## src/sv/bmp_pkg.sv

```systemverilog
`timescale 1ns / 1ps

package bmp_pkg;

   // Modulus and residue width
   localparam int MOD_W = 30;

   // Modulus after reset
   localparam logic [MOD_W-1:0] MOD_RESET = 30'd998244353;

   // Request to the shared modular multiplier
   typedef struct packed {
      logic             start;
      logic [MOD_W-1:0] op_a;
      logic [MOD_W-1:0] op_b;
      logic [MOD_W-1:0] modulus;
   } bmp_mm_req_type;

   // Reply from the shared modular multiplier
   typedef struct packed {
      logic             done;
      logic [MOD_W-1:0] value;
   } bmp_mm_rsp_type;

   // Sequencer states, one-hot
   typedef enum logic [6:0] {
      ST_IDLE    = 7'b0000001,
      ST_FACT    = 7'b0000010,
      ST_POW_CHK = 7'b0000100,
      ST_POW_ACC = 7'b0001000,
      ST_POW_SQ  = 7'b0010000,
      ST_FIN     = 7'b0100000,
      ST_DONE    = 7'b1000000
   } bmp_state_type;

endpackage

```

## src/sv/binomial_mod_prime_unit.sv

```systemverilog
`timescale 1ns / 1ps
// Each modular multiply runs on the single shared multiplier.
// An item with 0 < r <= n costs n multiplies for the factorials, up to 59 per
// Fermat inverse (two of them) and two final multiplies, plus a check state per
// exponent bit, for a 30-bit modulus. Trivial cases (r = 0, r > n, p < 2) skip
// the multiplier. One item at a time; the result register frees the input side once loaded.
// Reset (synchronous, active high) clears control and sets the modulus to 998244353.
module binomial_mod_prime_unit
   import bmp_pkg::*;
#(
   parameter int N_BITS = 16
) (
   input  logic              clock,
   input  logic              reset,
   input  logic              req_valid,
   output logic              req_stall,
   input  logic [N_BITS-1:0] req_n_value,
   input  logic [N_BITS-1:0] req_r_value,
   output logic              rsp_valid,
   input  logic              rsp_stall,
   output logic [MOD_W-1:0]  rsp_result,
   input  logic              csr_write_enable,
   input  logic [MOD_W-1:0]  csr_write_data
);

   bmp_state_type  state_ff, state_in;
   logic [N_BITS-1:0] n_ff, n_in;
   logic [N_BITS-1:0] r_ff, r_in;
   logic [N_BITS-1:0] k_ff, k_in;
   logic [N_BITS-1:0] i_ff, i_in;
   logic [MOD_W-1:0]  imod_ff, imod_in;
   logic [MOD_W-1:0]  factr_ff, factr_in;
   logic [MOD_W-1:0]  factk_ff, factk_in;
   logic [MOD_W-1:0]  acc_ff, acc_in;
   logic [MOD_W-1:0]  sq_ff, sq_in;
   logic [MOD_W-1:0]  exp_ff, exp_in;
   logic [MOD_W-1:0]  res_ff, res_in;
   logic              second_ff, second_in;
   logic [MOD_W-1:0]  mod_ff, mod_in;
   logic              rsp_valid_ff, rsp_valid_in;
   logic [MOD_W-1:0]  rsp_result_ff, rsp_result_in;
   bmp_mm_req_type    mm_req_ff, mm_req_in;
   bmp_mm_rsp_type    mm_rsp;

   logic [MOD_W-1:0] imod_inc;
   logic [MOD_W-1:0] imod_next;
   logic [MOD_W-1:0] mm_val;

   // Shared modular multiplier
   bmp_mulmod u_mulmod (
      .clock  (clock),
      .reset  (reset),
      .mm_req (mm_req_ff),
      .mm_rsp (mm_rsp)
   );

   assign mm_val = mm_rsp.value;

   // i mod p tracked by a wrapping counter
   assign imod_inc  = imod_ff + MOD_W'(1);
   assign imod_next = (imod_inc == mod_ff) ? '0 : imod_inc;

   // Sequencer
   always_comb begin
      state_in      = state_ff;
      n_in          = n_ff;
      r_in          = r_ff;
      k_in          = k_ff;
      i_in          = i_ff;
      imod_in       = imod_ff;
      factr_in      = factr_ff;
      factk_in      = factk_ff;
      acc_in        = acc_ff;
      sq_in         = sq_ff;
      exp_in        = exp_ff;
      res_in        = res_ff;
      second_in     = second_ff;
      mod_in        = csr_write_enable ? csr_write_data : mod_ff;
      rsp_valid_in  = rsp_valid_ff && rsp_stall;
      rsp_result_in = rsp_result_ff;
      mm_req_in         = mm_req_ff;
      mm_req_in.start   = 1'b0;
      mm_req_in.modulus = mod_ff;

      case (state_ff)
         ST_IDLE: begin
            if (req_valid) begin
               n_in     = req_n_value;
               r_in     = req_r_value;
               k_in     = req_n_value - req_r_value;
               i_in     = N_BITS'(1);
               imod_in  = MOD_W'(1);
               factr_in = MOD_W'(1);
               factk_in = MOD_W'(1);
               if (mod_ff < MOD_W'(2)) begin
                  res_in   = '0;
                  state_in = ST_DONE;
               end else if (req_r_value == '0) begin
                  res_in   = MOD_W'(1);
                  state_in = ST_DONE;
               end else if (req_r_value > req_n_value) begin
                  res_in   = '0;
                  state_in = ST_DONE;
               end else begin
                  // first factorial term: 1 * (1 mod p)
                  mm_req_in.start = 1'b1;
                  mm_req_in.op_a  = MOD_W'(1);
                  mm_req_in.op_b  = MOD_W'(1);
                  state_in        = ST_FACT;
               end
            end
         end

         // running product, capturing r! and (n-r)! on the way
         ST_FACT: begin
            if (mm_rsp.done) begin
               if (i_ff == r_ff) begin
                  factr_in = mm_val;
               end
               if (i_ff == k_ff) begin
                  factk_in = mm_val;
               end
               if (i_ff == n_ff) begin
                  res_in    = mm_val;
                  acc_in    = MOD_W'(1);
                  sq_in     = (i_ff == r_ff) ? mm_val : factr_ff;
                  exp_in    = mod_ff - MOD_W'(2);
                  second_in = 1'b0;
                  state_in  = ST_POW_CHK;
               end else begin
                  i_in            = i_ff + N_BITS'(1);
                  imod_in         = imod_next;
                  mm_req_in.start = 1'b1;
                  mm_req_in.op_a  = mm_val;
                  mm_req_in.op_b  = imod_next;
               end
            end
         end

         // square-and-multiply, exponent bits from the bottom
         ST_POW_CHK: begin
            mm_req_in.start = 1'b1;
            if (exp_ff == '0) begin
               mm_req_in.op_a = res_ff;
               mm_req_in.op_b = acc_ff;
               state_in       = ST_FIN;
            end else if (exp_ff[0]) begin
               mm_req_in.op_a = acc_ff;
               mm_req_in.op_b = sq_ff;
               state_in       = ST_POW_ACC;
            end else begin
               mm_req_in.op_a = sq_ff;
               mm_req_in.op_b = sq_ff;
               state_in       = ST_POW_SQ;
            end
         end

         ST_POW_ACC: begin
            if (mm_rsp.done) begin
               acc_in          = mm_val;
               mm_req_in.start = 1'b1;
               mm_req_in.op_a  = sq_ff;
               mm_req_in.op_b  = sq_ff;
               state_in        = ST_POW_SQ;
            end
         end

         ST_POW_SQ: begin
            if (mm_rsp.done) begin
               sq_in    = mm_val;
               exp_in   = {1'b0, exp_ff[MOD_W-1:1]};
               state_in = ST_POW_CHK;
            end
         end

         // fold in one inverse; the second pass inverts (n-r)!
         ST_FIN: begin
            if (mm_rsp.done) begin
               res_in = mm_val;
               if (!second_ff) begin
                  second_in = 1'b1;
                  acc_in    = MOD_W'(1);
                  sq_in     = factk_ff;
                  exp_in    = mod_ff - MOD_W'(2);
                  state_in  = ST_POW_CHK;
               end else begin
                  state_in = ST_DONE;
               end
            end
         end

         ST_DONE: begin
            if (!rsp_valid_ff || !rsp_stall) begin
               rsp_valid_in  = 1'b1;
               rsp_result_in = res_ff;
               state_in      = ST_IDLE;
            end
         end

         default: begin
            state_in = ST_IDLE;
         end
      endcase
   end

   always_ff @(posedge clock) begin
      if (reset) begin
         state_ff        <= ST_IDLE;
         rsp_valid_ff    <= 1'b0;
         mod_ff          <= MOD_RESET;
         mm_req_ff.start <= 1'b0;
      end else begin
         state_ff        <= state_in;
         rsp_valid_ff    <= rsp_valid_in;
         mod_ff          <= mod_in;
         mm_req_ff.start <= mm_req_in.start;
      end
      mm_req_ff.op_a    <= mm_req_in.op_a;
      mm_req_ff.op_b    <= mm_req_in.op_b;
      mm_req_ff.modulus <= mm_req_in.modulus;
      n_ff          <= n_in;
      r_ff          <= r_in;
      k_ff          <= k_in;
      i_ff          <= i_in;
      imod_ff       <= imod_in;
      factr_ff      <= factr_in;
      factk_ff      <= factk_in;
      acc_ff        <= acc_in;
      sq_ff         <= sq_in;
      exp_ff        <= exp_in;
      res_ff        <= res_in;
      second_ff     <= second_in;
      rsp_result_ff <= rsp_result_in;
   end

   assign req_stall  = (state_ff != ST_IDLE);
   assign rsp_valid  = rsp_valid_ff;
   assign rsp_result = rsp_result_ff;

   // An accepted item always leaves idle
   a_accept_busy: assert property (@(posedge clock) disable iff (reset)
      (req_valid && !req_stall) |=> state_ff != ST_IDLE)
      else $error("item accepted but sequencer stayed idle");

   // Multiplier replies only arrive in a waiting state
   a_done_state: assert property (@(posedge clock) disable iff (reset)
      mm_rsp.done |-> (state_ff == ST_FACT || state_ff == ST_POW_ACC ||
                       state_ff == ST_POW_SQ || state_ff == ST_FIN))
      else $error("multiplier reply outside a waiting state");

   // A start is always paired with a state that waits for it
   a_start_state: assert property (@(posedge clock) disable iff (reset)
      mm_req_ff.start |-> (state_ff == ST_FACT || state_ff == ST_POW_ACC ||
                           state_ff == ST_POW_SQ || state_ff == ST_FIN))
      else $error("multiplier started with no state waiting");

   // A finished item holds while the result register is still occupied
   a_done_hold: assert property (@(posedge clock) disable iff (reset)
      (state_ff == ST_DONE && rsp_valid_ff && rsp_stall) |=> state_ff == ST_DONE)
      else $error("result dropped while output was stalled");

endmodule

```

## src/sv/bmp_mulmod.sv

```systemverilog
`timescale 1ns / 1ps

// Modular multiplier: one 30x30 product, then the 60-bit product is reduced
// two bits per cycle against p, 2p and 3p. Operands must be below p.
module bmp_mulmod
   import bmp_pkg::*;
(
   input  logic           clock,
   input  logic           reset,
   input  bmp_mm_req_type mm_req,
   output bmp_mm_rsp_type mm_rsp
);

   localparam int RED_STEPS = MOD_W / 2;
   localparam int CNT_W     = $clog2(RED_STEPS + 1);

   logic [MOD_W-1:0] rem_ff, rem_in;
   logic [MOD_W-1:0] lo_ff, lo_in;
   logic [CNT_W-1:0] cnt_ff, cnt_in;
   logic [MOD_W-1:0] p_ff, p_in;
   logic [MOD_W+1:0] p3_ff, p3_in;
   logic             done_ff, done_in;

   logic [2*MOD_W-1:0] prod;
   logic [MOD_W+2:0]   x_ext;
   logic [MOD_W+2:0]   d1;
   logic [MOD_W+2:0]   d2;
   logic [MOD_W+2:0]   d3;
   logic [MOD_W-1:0]   rem_red;

   // Top half of a product of two residues is already below p
   assign prod = mm_req.op_a * mm_req.op_b;

   // One radix-4 step: shift in two bits, subtract the largest multiple that fits
   always_comb begin
      x_ext = {1'b0, rem_ff, lo_ff[MOD_W-1 -: 2]};
      d1    = x_ext - {3'b000, p_ff};
      d2    = x_ext - {2'b00, p_ff, 1'b0};
      d3    = x_ext - {1'b0, p3_ff};
      if (!d3[MOD_W+2]) begin
         rem_red = d3[MOD_W-1:0];
      end else if (!d2[MOD_W+2]) begin
         rem_red = d2[MOD_W-1:0];
      end else if (!d1[MOD_W+2]) begin
         rem_red = d1[MOD_W-1:0];
      end else begin
         rem_red = x_ext[MOD_W-1:0];
      end
   end

   always_comb begin
      rem_in  = rem_ff;
      lo_in   = lo_ff;
      cnt_in  = cnt_ff;
      p_in    = p_ff;
      p3_in   = p3_ff;
      done_in = 1'b0;
      if (mm_req.start) begin
         rem_in = prod[2*MOD_W-1:MOD_W];
         lo_in  = prod[MOD_W-1:0];
         cnt_in = CNT_W'(RED_STEPS);
         p_in   = mm_req.modulus;
         p3_in  = {2'b00, mm_req.modulus} + {1'b0, mm_req.modulus, 1'b0};
      end else if (cnt_ff != '0) begin
         rem_in  = rem_red;
         lo_in   = {lo_ff[MOD_W-3:0], 2'b00};
         cnt_in  = cnt_ff - CNT_W'(1);
         done_in = (cnt_ff == CNT_W'(1));
      end
   end

   always_ff @(posedge clock) begin
      if (reset) begin
         cnt_ff  <= '0;
         done_ff <= 1'b0;
      end else begin
         cnt_ff  <= cnt_in;
         done_ff <= done_in;
      end
      rem_ff <= rem_in;
      lo_ff  <= lo_in;
      p_ff   <= p_in;
      p3_ff  <= p3_in;
   end

   assign mm_rsp.done  = done_ff;
   assign mm_rsp.value = rem_ff;

   // A new product is never started over one still being reduced
   a_no_overlap: assert property (@(posedge clock) disable iff (reset)
      mm_req.start |-> cnt_ff == '0)
      else $error("multiplier started while busy");

endmodule
```

## config.mk

```make
export PLATFORM = sky130hd
export DESIGN_NAME = binomial_mod_prime_unit
export DESIGN_NICKNAME = d
export VERILOG_FILES = /design/src/sv/bmp_pkg.sv /design/src/sv/binomial_mod_prime_unit.sv /design/src/sv/bmp_mulmod.sv
export SDC_FILE = /design/constraint.sdc
export NUM_CORES = 2
export LEC_CHECK = 0
export CORE_ASPECT_RATIO = 0.6
export CORE_MARGIN = 2
export CORE_UTILIZATION = 40
export CTS_BUF_LIST = sky130_fd_sc_hd__clkbuf_2 sky130_fd_sc_hd__clkbuf_4 sky130_fd_sc_hd__clkbuf_8
export CTS_CLUSTER_DIAMETER = 200
export CTS_CLUSTER_SIZE = 10
export DETAILED_ROUTE_END_ITERATION = 7
export DONT_BUFFER_PORTS = 1
export PLACE_DENSITY_LB_ADDON = 0.05
export SETUP_SLACK_MARGIN = 0.5
export SLEW_MARGIN = 15
export SYNTH_ARGS = -nofsm -noshare
export SYNTH_HDL_FRONTEND = slang
export SYNTH_SLANG_ARGS = --single-unit
```

## constraint.sdc

```tcl
create_clock -name clock -period 10.36 [get_ports clock]
set_input_delay 2.072 -clock clock [delete_from_list [all_inputs] [get_ports clock]]
set_output_delay 2.072 -clock clock [all_outputs]
set_load 0.05 [all_outputs]
```

# Word level (Yosys, flattened, before mapping)
# Cells that the tools add are included.
op_classes:
  add_sub_neg: 9
  n_mul: 1
  order_cmp: 2
  eq_ne: 27
  muxes: 78
  n_bitwise: 1
  n_reduce_logical: 26
op_table:
  columns: ["cell", "n"]
  rows:
  - ["2-to-1 mux 30 bit", 35]
  - ["2-to-1 mux 61 bit", 7]
  - ["one-hot mux 30 bit (3 select lines)", 4]
  - ["one-hot mux 61 bit (4 select lines)", 1]
  - ["one-hot mux 30 bit (2 select lines)", 3]
  - ["2-to-1 mux 60 bit", 2]
  - ["2-to-1 mux 7 bit", 11]
  - ["multiplier 30 x 30 -> 60 bit", 1]
  - ["one-hot mux 7 bit (7 select lines)", 1]
  - ["== test 16 bit", 3]
  - ["2-to-1 mux 16 bit", 3]
  - ["subtractor 32 x 30 -> 33 bit", 1]
  - ["subtractor 32 x 31 -> 33 bit", 1]
  - ["subtractor 32 x 32 -> 33 bit", 1]
  - ["adder 30 x 31 -> 32 bit", 1]
  - ["one-hot mux 16 bit (2 select lines)", 1]
  - ["adder 30 x 1 -> 30 bit, second input constant", 1]
  - ["== test 30 bit", 1]
  - ["logical NOT 30 bit", 1]
  - ["less-than comparator 30 x 2 -> 1 bit, second input constant", 1]
  - ["subtractor 30 x 2 -> 30 bit, second input constant", 1]
  - ["!= test 2 bit, second input constant", 9]
  - ["AND reduction 6 bit", 3]
  - ["adder 16 x 1 -> 16 bit, second input constant", 1]
  - ["33 further kinds", 50]
totals:
  regBits: 561
  input_bits: 67
  elab_cells: 170

# Depth between registers and ports, before layout
depth:
  word_depth: 6
  depth_mapped: 30
  ltp_nobuf: 28

# By module
# From an unflattened synthesis, not the netlist that was laid out.
unflattened:
  cells_unflattened: 6326
  hier_area_um2: 61580.3
by_module_without_submodules:
  columns: ["module", "n_inst", "cells_per_inst", "area_each_um2", "seq_area_each_um2"]
  rows:
  - ["bmp_mulmod", 1, 4551, 40830.4, 3733.6]
  - ["binomial_mod_prime_unit", 1, 1775, 20749.9, 12341.8]

# Worst setup path after synthesis
# OpenSTA, ideal clock, no wires.
synth_path:
  path_kind: "input-to-reg"
  start: "input req_n_value[0]"
  end: "register mm_req_ff[30] (netlist name), enable pin"
  setup_ns: 0.628
  arrival_time_ns: 9.721
  setup_slack_ns: 0.011
  path_stages: 11
  cell_sequence: "inv_1 ha_1 fa_1 o21ai_0 a21oi_1 o21ai_0 a31o_2 a41oi_1 a21oi_1 a211oi_2 nor4_1"
synth_between:
  elab_chain_cells: 3
synth_lines:
  columns: ["item", "line_no", "rtl"]
  rows:
  - ["start, declared", "binomial_mod_prime_unit.sv:17", "input logic [N_BITS-1:0] req_n_value,"]
  - ["> comparator 16 bit", "binomial_mod_prime_unit.sv:101", "end else if (req_r_value > req_n_value) begin"]
  - ["!= test 2 bit (no source line)", null, null]
  - ["AND reduction 8 bit (no source line)", null, null]
  - ["end, declared", "binomial_mod_prime_unit.sv:42", "bmp_mm_req_type mm_req_ff, mm_req_in;"]
# No other way between the ends.
# A chain may end at the register's enable or synchronous reset.

# Worst setup path in the final report
layout_path:
  start: "register mm_req_ff[36] (netlist name)"
  end: "register u_mulmod.rem_ff[26], data pin"
layout_between:
  elab_chain_cells: 2
layout_lines:
  columns: ["item", "line_no", "rtl"]
  rows:
  - ["multiplier 30 x 30 -> 60 bit", "bmp_mulmod.sv:32", "assign prod = mm_req.op_a * mm_req.op_b;"]
  - ["2-to-1 mux 30 bit", "bmp_mulmod.sv:58", "if (mm_req.start) begin"]
  - ["net u_mulmod.rem_in[26]", "bmp_mulmod.sv:17", "logic [MOD_W-1:0] rem_ff, rem_in;"]
  - ["end signal, assigned", "bmp_mulmod.sv:80", "rem_ff <= rem_in;"]
  - ["end, declared", "bmp_mulmod.sv:17", null]
# The timed path passes the listed nets, and every way through them passes these cells.

==> metrics.md <==
| Metric | Value |
|---|---|
| Fin nets | `7208` |
| WP data required | `10.87 ns` |
| Via Count | `43400` |
| Initial core utilization | `0.402` |
| Setup violators final | `0` |
| Initial antenna violation count | `11` |
| Routed WL per cell | `24.6 um` |
| Avg Cell Area, Syn | `9.85 um^2` |
| Status | `complete, but fails checks` |
| H-tree depth | `2` |
| Async SR Flop Fraction | `0` |
| Worst endpoint data arrival time | `9.52 ns` |
| Num CTS Buffers | `61` |
| Rows | `110` |
| GRT overflow | `0` |
| Failing checks | `design-rule violations` |
| Final Wtd Congestion | `0.878` |
| Synthesized area | `60200 um^2` |
| Cell count after synthesis | `6115` |
| Syn nets | `7358` |
| WL final | `198000 um` |
| Ports | `99` |
| CP max FO | `18` |
| Critical Path Start Type | `register` |
| Crit-path max cell delay | `0.81 ns` |
| Unique masters post-synth | `83` |
| Main synth FF type | `edfxtp_1` |
| Seq/Total Area, Yosys | `0.267` |
| Die Width | `505 um` |
| Top Registers | `mm_req_ff (91), u_mulmod.p3_ff (32)` |
| Fmax | `0.111 GHz` |
| CTS tree | `built` |
| Most frequent cells in the layout | `938 x inv_1, 785 x fa_1, 640 x nand2_1` |
| Final HPWL DP | `152000 um` |
| FF+latch count, synth | `560` |
| CTS Sinks | `560` |
| Total Routing Usage GR | `0.257` |
| Clock latency on the worst-skew pair | `0.79 ns` |
| Crit share post-route | `0.870` |
| DRC | `6` |
| Internal reg-to-reg setup slack | `1.35 ns` |
| EDFF count, synth | `486` |
| Setup CP Type | `register to register` |
| Buffers & Inverters on Critical Path | `6` |
| Rel. slew slack | `0.192` |
| Cts hold-fix bufs | `0` |
| Setup_tns | `0 ns` |
| Crit end category | `register` |
| Die H | `305 um` |
| TritonRoute pass-1 iters | `8` |
| I/O Buffers | `0` |
| Root buf cell | `clkbuf_8` |
| Fill count | `14700` |
| Total of max-cap violations | `0` |
| Clock skew after layout | `0.0491 ns` |
| Post-DRT Antenna Nets | `0` |
| Delay-heaviest family, CP | `adder cells` |
| Max reg flops | `91` |
| Layout cell share with drive strength beyond 1 | `0.0467` |
| RSZ-0062 raised after global routing | `no` |
| Clock Tree Buf Depth | `3` |
| Biggest register | `mm_req_ff` |
| Starting DRT DRC Count | `4292` |
| Die area | `154000 um^2` |
| Critical Path Most Common Cell | `fa_1` |
| Vias in the first global route | `43400` |
| Most common cell after layout, fill and taps aside | `inv_1` |
| Yosys warns | `0` |
| First-pass GRT wire length | `297000 um` |
| Postcts setup bufs | `0` |
| Largest net degree at the start of global routing | `108` |
| CTS resizes | `0` |
| Minimum clock period | `9.01 ns` |
| Core region area | `150000 um^2` |
| Final hold viol count | `0` |
| Worst slew pin tran | `1.21 ns` |
| Area Growth Syn to Fin | `5.72%` |
| Via/cell ratio | `5.41` |
| Clock-pin slew on the worst setup and hold paths | `0.10 ns` |
| Worst min-delay path class | `register to register` |
| Pins Over Slew Limit | `0` |
| CP max-delay cell | `edfxtp_1` |
## cell usage after synthesis (all sizes together) (26+ instances only)
| library cell | n | area share |
|---|---|---|
| nand3 | 48 | 0.0040 |
| a31oi | 29 | 0.0030 |
| nor2 | 259 | 0.016 |
| nand4 | 30 | 0.0031 |
| nand2b | 37 | 0.0038 |
| inv | 940 | 0.059 |
| mux2i | 72 | 0.012 |
| fa | 785 | 0.26 |
| and2 | 574 | 0.060 |
| o21a | 32 | 0.0040 |
| a21o | 97 | 0.012 |
| o21bai | 26 | 0.0032 |
| xor2 | 126 | 0.018 |
| o21ai | 167 | 0.014 |
| ha | 391 | 0.081 |
| a222oi | 30 | 0.0050 |
| edfxtp | 486 | 0.24 |
| xnor2 | 166 | 0.024 |
| a221o | 32 | 0.0053 |
| nor3 | 47 | 0.0040 |
| and3 | 32 | 0.0033 |
| dfxtp | 74 | 0.025 |
| nand2 | 640 | 0.040 |
| a211oi | 32 | 0.0041 |
| o211ai | 40 | 0.0050 |
| a21oi | 238 | 0.020 |
| a22oi | 68 | 0.0085 |
| nor4 | 44 | 0.0048 |
| nor2b | 48 | 0.0050 |
| clkbuf | 297 | 0.019 |
## final timing paths
check | startpoint | endpoint | cells after the start
setup / recovery | mm_req_ff[36]$_DFFE_PP_ | u_mulmod.rem_ff[26]$_DFFE_PP_ | 25
hold / removal | mod_ff[28]$_SDFFE_PP1P_ | mm_req_ff[28]$_DFF_P_ | 0
setup reg to reg | mm_req_ff[36]$_DFFE_PP_ | u_mulmod.rem_ff[26]$_DFFE_PP_ | 25
hold reg to reg | mod_ff[28]$_SDFFE_PP1P_ | mm_req_ff[28]$_DFF_P_ | 0
## through the flow
stage	setup WS [ns]	hold WS, ns	cell area, um^2	instances	utilization
6_report	1.35	0.377	63700	8025	0.425
5_1_grt	0.848	0.389	63600	8017	0.425
4_1_cts	1.29	0.378	63600	8014	0.425
3_5_place_dp	1.35	0.364	62400	7915	0.417
3_3_place_gp	1.51	0.366	62400	7914	0.417
2_1_floorplan	2.57	0.329	60200	6115	-
## logic make-up (layout without fill, tap and decap cells)
| logic type | after synthesis | count (layout) | synth area share |
|---|---|---|---|
| AO/OA/AOI/OAI | 909 | 909 | 0.101 |
| XOR/XNOR | 292 | 292 | 0.0425 |
| adder cells (fa/ha/maj) | 1176 | 1176 | 0.342 |
| buffers and inverters | 1263 | 1149 | 0.0798 |
| flip-flops | 560 | 560 | 0.267 |
| multiplexers | 93 | 93 | 0.0159 |
| other | 0 | 8 | 0 |
| AND/OR/NAND/NOR | 1822 | 1822 | 0.152 |
## final cells by class
| type | instances | area, um^2 | area share |
|---|---|---|---|
| Multi-Input combinational cell | 4292 | 39500 | 0.620 |
| Sequential cell | 560 | 16100 | 0.253 |
| Inverter | 940 | 3530 | 0.0554 |
| Tap cell | 2016 | 2520 | 0.0396 |
| Clock buffer | 97 | 1120 | 0.0175 |
| Timing Repair Buffer | 110 | 906 | 0.0142 |
| Clock inverter | 2 | 28.8 | 0.000452 |
| Antenna cell | 8 | 20.0 | 0.000314 |
## metal layers
metal | part of all wire | GRT usage | routed length, um
met4 | 0.012 | 0.0319 | 2400
met1 | 0.51 | 0.428 | 102000
met2 | 0.40 | 0.353 | 78800
met5 | 0 | 0 | 0
met3 | 0.074 | 0.0374 | 14700
## worst register-to-register path: stages, from the launching register on
cell,delay [ns]
edfxtp_1,0.81
buf_4,0.40
and2_1,0.21
fa_1,0.43
fa_1,0.56
inv_1,0.06
fa_1,0.48
fa_1,0.52
fa_1,0.55
inv_1,0.06
fa_1,0.40
fa_1,0.52
inv_1,0.05
fa_1,0.47
inv_1,0.04
ha_1,0.35
nand2_1,0.10
nor4_1,0.33
o211ai_1,0.37
a211o_1,0.51
a2111oi_1,0.45
buf_4,0.21
o21ai_0,0.17
nor4b_1,0.20
nor4_1,0.35
nand3_1,0.12
Power is left out: the tool's default activity adds up to more than one toggle a clock period on the data nets, which glitch-free logic cannot reach.
